**src/stereo_snr_direction_detector_assert.svh**
```systemverilog
// Assertion macros for the stereo SNR direction detector.
// Expects clk_i and rst_ni in the scope of use.
`ifndef STEREO_SNR_DIRECTION_DETECTOR_ASSERT_SVH
`define STEREO_SNR_DIRECTION_DETECTOR_ASSERT_SVH

`define SSD_ASSERT_HOLDS(label, cond, msg) \
  label: assert property (@(posedge clk_i) disable iff (!rst_ni) (cond)) else $error(msg);

`define SSD_ASSERT_NEXT(label, ante, cons, msg) \
  label: assert property (@(posedge clk_i) disable iff (!rst_ni) (ante) |=> (cons)) \
    else $error(msg);

`endif

```
**src/ssd_pkg.sv**
```systemverilog
// Shared types, codes and defaults of the stereo SNR direction detector.
// No dependencies.
package ssd_pkg;

  localparam int SIGNAL_WINDOW   = 12;
  localparam int NOISE_WINDOW    = 64;
  localparam int MAX_FRAME_PAIRS = 256;
  localparam int LEVEL_DIVISOR   = 8;

  localparam int DATA_W    = 16;
  localparam int SNR_W     = 24;
  localparam int TIME_W    = 32;
  localparam int CFG_IDX_W = 3;
  localparam int DEN_W     = 16;

  localparam logic [1:0] DIR_NONE  = 2'd0;
  localparam logic [1:0] DIR_LEFT  = 2'd1;
  localparam logic [1:0] DIR_RIGHT = 2'd2;

  localparam logic KIND_SUMMARY  = 1'b0;
  localparam logic KIND_DECISION = 1'b1;

  typedef enum logic [CFG_IDX_W-1:0] {
    CFG_MID_CODE   = 3'd0,
    CFG_SOUND_THR  = 3'd1,
    CFG_SNR_THR    = 3'd2,
    CFG_FREEZE_THR = 3'd3,
    CFG_RATIO_THR  = 3'd4,
    CFG_HOLDOFF    = 3'd5
  } cfg_reg_e;

  typedef enum logic [3:0] {
    OP_ML, OP_MR, OP_AL, OP_AR, OP_NL, OP_FRL, OP_NR, OP_FRR,
    OP_FLL, OP_FLR, OP_SNL, OP_SNR, OP_SML, OP_SMR
  } div_op_e;

  typedef enum logic [2:0] {
    ST_IDLE, ST_DIV_GO, ST_DIV_WAIT, ST_SIG_PUSH,
    ST_NOISE_RD, ST_NOISE_PUSH, ST_DECIDE, ST_EMIT
  } ctrl_state_e;

  typedef struct packed {
    logic    acc;
    logic    latch_dec;
    logic    frame_start;
    logic    div_go;
    logic    div_load;
    div_op_e op;
    logic    sig_push;
    logic    noise_rd;
    logic    noise_push;
    logic    decide;
    logic    emit;
    logic    kind;
  } ctrl_cmd_t;

  typedef struct packed {
    logic div_done;
    logic noise_empty;
    logic noise_push_ok;
    logic emit_ok;
  } dp_stat_t;

endpackage

```
**src/ssd_ctrl.sv**
```systemverilog
// Sequencer of the detector: sample accept, frame close steps, decision.
// Depends on ssd_pkg.
module ssd_ctrl (
  input  logic              clk_i,
  input  logic              rst_ni,
  input  logic              in_valid_i,
  input  logic              mode_i,
  input  logic              frame_end_i,
  input  ssd_pkg::dp_stat_t stat_i,
  output ssd_pkg::ctrl_cmd_t cmd_o,
  output logic              in_stall_o
);

  ssd_pkg::ctrl_state_e state_q, state_d;
  ssd_pkg::div_op_e     op_q, op_d;
  logic                 kind_q, kind_d;

  always_ff @(posedge clk_i or negedge rst_ni) begin
    if (!rst_ni) begin
      state_q <= ssd_pkg::ST_IDLE;
      op_q    <= ssd_pkg::OP_ML;
      kind_q  <= ssd_pkg::KIND_SUMMARY;
    end else begin
      state_q <= state_d;
      op_q    <= op_d;
      kind_q  <= kind_d;
    end
  end

  always_comb begin
    state_d = state_q;
    op_d    = op_q;
    kind_d  = kind_q;
    cmd_o   = '0;
    cmd_o.op   = op_q;
    cmd_o.kind = kind_q;
    unique case (state_q)
      ssd_pkg::ST_IDLE: begin
        if (in_valid_i) begin
          if (mode_i) begin
            cmd_o.latch_dec = 1'b1;
            kind_d  = ssd_pkg::KIND_DECISION;
            state_d = ssd_pkg::ST_DECIDE;
          end else begin
            cmd_o.acc = 1'b1;
            if (frame_end_i) begin
              cmd_o.frame_start = 1'b1;
              kind_d  = ssd_pkg::KIND_SUMMARY;
              op_d    = ssd_pkg::OP_ML;
              state_d = ssd_pkg::ST_DIV_GO;
            end
          end
        end
      end
      ssd_pkg::ST_DIV_GO: begin
        cmd_o.div_go = 1'b1;
        state_d = ssd_pkg::ST_DIV_WAIT;
      end
      ssd_pkg::ST_DIV_WAIT: begin
        if (stat_i.div_done) begin
          cmd_o.div_load = 1'b1;
          state_d = ssd_pkg::ST_DIV_GO;
          unique case (op_q)
            ssd_pkg::OP_ML:  op_d = ssd_pkg::OP_MR;
            ssd_pkg::OP_MR:  state_d = ssd_pkg::ST_SIG_PUSH;
            ssd_pkg::OP_AL:  op_d = ssd_pkg::OP_AR;
            ssd_pkg::OP_AR: begin
              if (stat_i.noise_empty) state_d = ssd_pkg::ST_NOISE_RD;
              else op_d = ssd_pkg::OP_NL;
            end
            ssd_pkg::OP_NL:  op_d = ssd_pkg::OP_FRL;
            ssd_pkg::OP_FRL: op_d = ssd_pkg::OP_NR;
            ssd_pkg::OP_NR:  op_d = ssd_pkg::OP_FRR;
            ssd_pkg::OP_FRR: state_d = ssd_pkg::ST_NOISE_RD;
            ssd_pkg::OP_FLL: op_d = ssd_pkg::OP_FLR;
            ssd_pkg::OP_FLR: op_d = ssd_pkg::OP_SNL;
            ssd_pkg::OP_SNL: op_d = ssd_pkg::OP_SNR;
            ssd_pkg::OP_SNR: op_d = ssd_pkg::OP_SML;
            ssd_pkg::OP_SML: op_d = ssd_pkg::OP_SMR;
            ssd_pkg::OP_SMR: state_d = ssd_pkg::ST_EMIT;
            default:         state_d = ssd_pkg::ST_EMIT;
          endcase
        end
      end
      ssd_pkg::ST_SIG_PUSH: begin
        cmd_o.sig_push = 1'b1;
        op_d    = ssd_pkg::OP_AL;
        state_d = ssd_pkg::ST_DIV_GO;
      end
      ssd_pkg::ST_NOISE_RD: begin
        cmd_o.noise_rd = 1'b1;
        if (stat_i.noise_push_ok) begin
          state_d = ssd_pkg::ST_NOISE_PUSH;
        end else begin
          op_d    = ssd_pkg::OP_FLL;
          state_d = ssd_pkg::ST_DIV_GO;
        end
      end
      ssd_pkg::ST_NOISE_PUSH: begin
        cmd_o.noise_push = 1'b1;
        op_d    = ssd_pkg::OP_FLL;
        state_d = ssd_pkg::ST_DIV_GO;
      end
      ssd_pkg::ST_DECIDE: begin
        cmd_o.decide = 1'b1;
        state_d = ssd_pkg::ST_EMIT;
      end
      ssd_pkg::ST_EMIT: begin
        if (stat_i.emit_ok) begin
          cmd_o.emit = 1'b1;
          state_d = ssd_pkg::ST_IDLE;
        end
      end
      default: state_d = ssd_pkg::ST_IDLE;
    endcase
  end

  assign in_stall_o = (state_q != ssd_pkg::ST_IDLE);

endmodule

```
**config.mk**
```make
export PLATFORM = sky130hd
export DESIGN_NAME = ssd_ctrl
export DESIGN_NICKNAME = d
export VERILOG_FILES = /design/src/stereo_snr_direction_detector_assert.svh /design/src/ssd_pkg.sv /design/src/ssd_ctrl.sv
export SDC_FILE = /design/constraint.sdc
export NUM_CORES = 1
export LEC_CHECK = 0
export BUFFER_PORTS_ARGS = -buffer_cell sky130_fd_sc_hd__buf_2
export CORE_MARGIN = 3
export CORE_UTILIZATION = 49
export DETAILED_ROUTE_END_ITERATION = 10
export PLACE_DENSITY_LB_ADDON = 0.2
export SLEW_MARGIN = 10
export SYNTH_ARGS = -nofsm -noshare
export SYNTH_HDL_FRONTEND = slang
export SYNTH_SLANG_ARGS = --single-unit
```
**constraint.sdc**
```tcl
create_clock -name clk_i -period 1.6 [get_ports clk_i]
set_input_delay 0.16 -clock clk_i [delete_from_list [all_inputs] [get_ports clk_i]]
set_output_delay 0.16 -clock clk_i [all_outputs]
set_load 0.02 [all_outputs]
```
==> results.json <==
{
  "core_area_mm2": 0.00138,
  "holdPathStages": 3,
  "muxShareOfSynthArea_pct": 3.95,
  "p_leak_uw": 0.000530,
  "async_reset_ff_share_pct": 100,
  "grt.total_usage_pct": 20.2,
  "grt_pass1_vias": 691,
  "final_core_util_pct": 75.7,
  "critPathMaxStageDelay_ns": 0.42,
  "ff2ff_path_depth": 5,
  "fillers": 97,
  "r2r-end": "op_q[0]$_DFFE_PN0P_",
  "drv_slew": 0,
  "power.clock.fraction_pct": 8.2,
  "syn_area_per_cell_um2": 8.27,
  "worstHoldPathType": "primary input to register",
  "num_rows": 13,
  "grt_pass1_wl_um": 2990,
  "nets": 141,
  "r2r_slack_ns": 0.01,
  "cp-end-kind": "output pin",
  "peakVddDrop_uv": 1170,
  "cts-buffers-inserted": 3,
  "syn_nets": 101,
  "antenna_found_initial": 0,
  "ys.flop_type": "dfrtp_1",
  "synth_compound_area_share_pct": 23.5,
  "violations": "negative setup slack",
  "yosys_warnings": 0,
  "ys_ff_latch": 8,
  "relSlewSlack_pct": 78.3,
  "fin_skew_ns": 0.0119,
  "synth_area_um2": 761,
  "arrival_ns": 1.55,
  "die-area_mm2": 0.00206,
  "netlist_instances": 92,
  "required_ns": 1.44,
  "status": "finished, violations left",
  "hold_slack_ns": 0.224,
  "drc": 0,
  "drive_above_1_share_pct": 46.2,
  "area_growth_pct": 37.7,
  "via_count": 853,
  "synth-edff-count": 0,
  "worstSetupPathType": "register to output pin",
  "io_pins": 25,
  "tightest_slew_ns": 0.321,
  "cts-root-buf": "clkbuf_4",
  "grt_max_degree": 12,
  "drt-vias-per-instance": 5.88,
  "cp_max_fo": 5,
  "fin_ws_ns": -0.106,
  "p_int_uw": 1060,
  "cts.sinks": 8,
  "worstSetupStartpointType": "register",
  "diodes": 0,
  "finalHoldViolCount": 0,
  "cts.htree.levels": 1,
  "power_frac_comb_pct": 71.9,
  "gp_congestion": 0.899,
  "detail-route-antenna-nets": 0,
  "mostFrequentLayoutCell": "buf_2",
  "synth-simple-area-share_pct": 34.2,
  "drt_iter0_markers": 24,
  "seq_power_share_pct": 19.9,
  "wl_per_cell_um": 15.1,
  "fin_crit_ns": 1.71,
  "finalSetupTns_ns": -0.215,
  "synth_top_family_by_area": "simple AND/OR/NAND/NOR gates",
  "start_util_pct": 55.0,
  "cp_common_cell": "buf_6",
  "drv_cap": 0,
  "clkTransAtPathRegs_ns": 0.06,
  "ys_seq_area_share_pct": 26.3,
  "switching_share_pct": 48.9,
  "die_x_um": 45.4,
  "die_h_um": 45.4,
  "synth_xor_area_share_pct": 1.15,
  "max_clock_freq_mhz": 586,
  "clockBufferDepth": 2,
  "cts_tree": "yes",
  "synth_fa_ha_area_share_pct": 1.32,
  "overflow": 0,
  "power_switching_uw": 1010,
  "path_cells": "buf_6 > nor3_4 > nand2_1 > nor2_2 > and2_1 > buf_6",
  "crit_slowest_cell": "dfrtp_1",
  "wirelength_um": 2180,
  "drtPass1Iterations": 4,
  "r2r-start": "state_q[0]$_DFFE_PN0P_",
  "synth.distinct_cells": 44,
  "dp_hpwl_um": 1500,
  "clock_latency_ns": 0.27,
  "hp-start": "in_valid_i",
  "rsz0062_at_grt": "yes",
  "layout_common_cells": "22 x buf_2, 16 x buf_4, 11 x nand2_1",
  "port_buffers": 24,
  "hold_end": "kind_q$_DFFE_PN0P_",
  "fin_crit_sh_pct": 107,
  "power.density_mw_per_mm2": 1980,
  "finalSetupViolations": 3
}
cells in the mapped netlist (2+ instances only):
| library cell | instances | share of area [%] |
|---|---|---|
| o21ai_0 | 8 | 5.3 |
| a21oi_1 | 2 | 1.3 |
| nand2b_1 | 2 | 1.6 |
| mux2_4 | 2 | 3.9 |
| nor2_1 | 10 | 4.9 |
| and3_1 | 3 | 2.5 |
| dfrtp_1 | 8 | 26 |
| buf_4 | 2 | 2.0 |
| buf_6 | 2 | 3.0 |
| nand2_1 | 11 | 5.4 |
| and2_1 | 2 | 1.6 |
| clkbuf_4 | 2 | 2.0 |
| nand3_1 | 3 | 2.0 |
| a211o_1 | 2 | 2.3 |
| inv_1 | 4 | 2.0 |
cells by family (layout without fill, tap and decap cells):
group | after synthesis | count (layout)
DFF | 8 | 8
adders and majority gates | 1 | 1
buffers and inverters | 11 | 49
AOI/OAI and AO/OA | 25 | 25
and+or+nand+nor | 44 | 44
xor gates and xnor gates | 1 | 1
muxes | 2 | 2
critical path, delay by kind of cell, from the launching register on:
family / cells / cell delay [ns]
and+or+nand+nor: 4 / 0.58
buffers and inverters: 2 / 0.26
DFF: 1 / 0.42
sequential cells by signal (all words and copies together), names as in the netlist:
name / flops
op_q: 4
kind_q: 1
state_q: 3
worst max-delay path by stage:
| stage | to | from | slack (ns) | cells past startpoint |
|---|---|---|---|---|
| 4_1_cts | cmd_o[12] | state_q[2]$_DFFE_PN0P_ | -0.07 | 6 |
| 3_5_place_dp | state_q[1]$_DFFE_PN0P_ | op_q[2]$_DFFE_PN0P_ | 0.06 | 6 |
| 6_report | cmd_o[12] | state_q[2]$_DFFE_PN0P_ | -0.11 | 6 |
| 5_1_grt | cmd_o[12] | state_q[2]$_DFFE_PN0P_ | -0.20 | 6 |
| 2_1_floorplan | cmd_o[12] | state_q[2]$_DFFE_PN0P_ | 0.01 | 5 |
| 3_3_place_gp | state_q[1]$_DFFE_PN0P_ | op_q[2]$_DFFE_PN0P_ | 0.08 | 6 |
power groups by stage:
stage	Sequential (uW)	Clock (uW)	Combinational (uW)
final	412	170	1490
after global routing	421	180	1600
after CTS	414	169	1280
after detailed placement	402	0	1270
after global placement	398	0	1260
after floorplan	387	0	940
per-layer routing:
layer	vias to the layer above	share of wire [%]	track usage [%]	wire, um
met5	-	0	0	0
li1	406	-	-	-
met4	0	1.3	4.68	29
met2	37	46	31.5	1010
met1	405	45	27.2	982
met3	5	7.6	5.93	165
cell type report:
cell class	count	area, um2	area share [%]
inverters	4	15.0	1.43
repair buffers	42	274	26.2
flip-flops and latches	8	204	19.5
clock buffers	3	22.5	2.15
well taps	15	18.8	1.79
multi-input cells	73	513	49.0
per-stage QoR:
| stage | setup WS, ns | power (uW) | std cells | instance area [um2] |
|---|---|---|---|---|
| after global placement | 0.0842 | 1650 | 134 | 917 |
| after floorplan | 0.0142 | 1330 | 92 | 761 |
| after CTS | -0.0707 | 1870 | 138 | 958 |
| after global routing | -0.196 | 2200 | 145 | 1050 |
| final | -0.106 | 2070 | 145 | 1050 |
| after detailed placement | 0.0581 | 1670 | 134 | 917 |
what timing repair did:
| item | in CTS | in global routing |
|---|---|---|
| gates cloned | 0 | 0 |
| setup endpoints to repair | 5 | 7 |
| hold endpoints to repair | 8 | 0 |
| hold buffers | 1 | 0 |
| pin swaps | 0 | 2 |
| resized for setup | 3 | 9 |
| setup buffers | 0 | 7 |
Note: power is estimated with default switching activity, not from simulation.
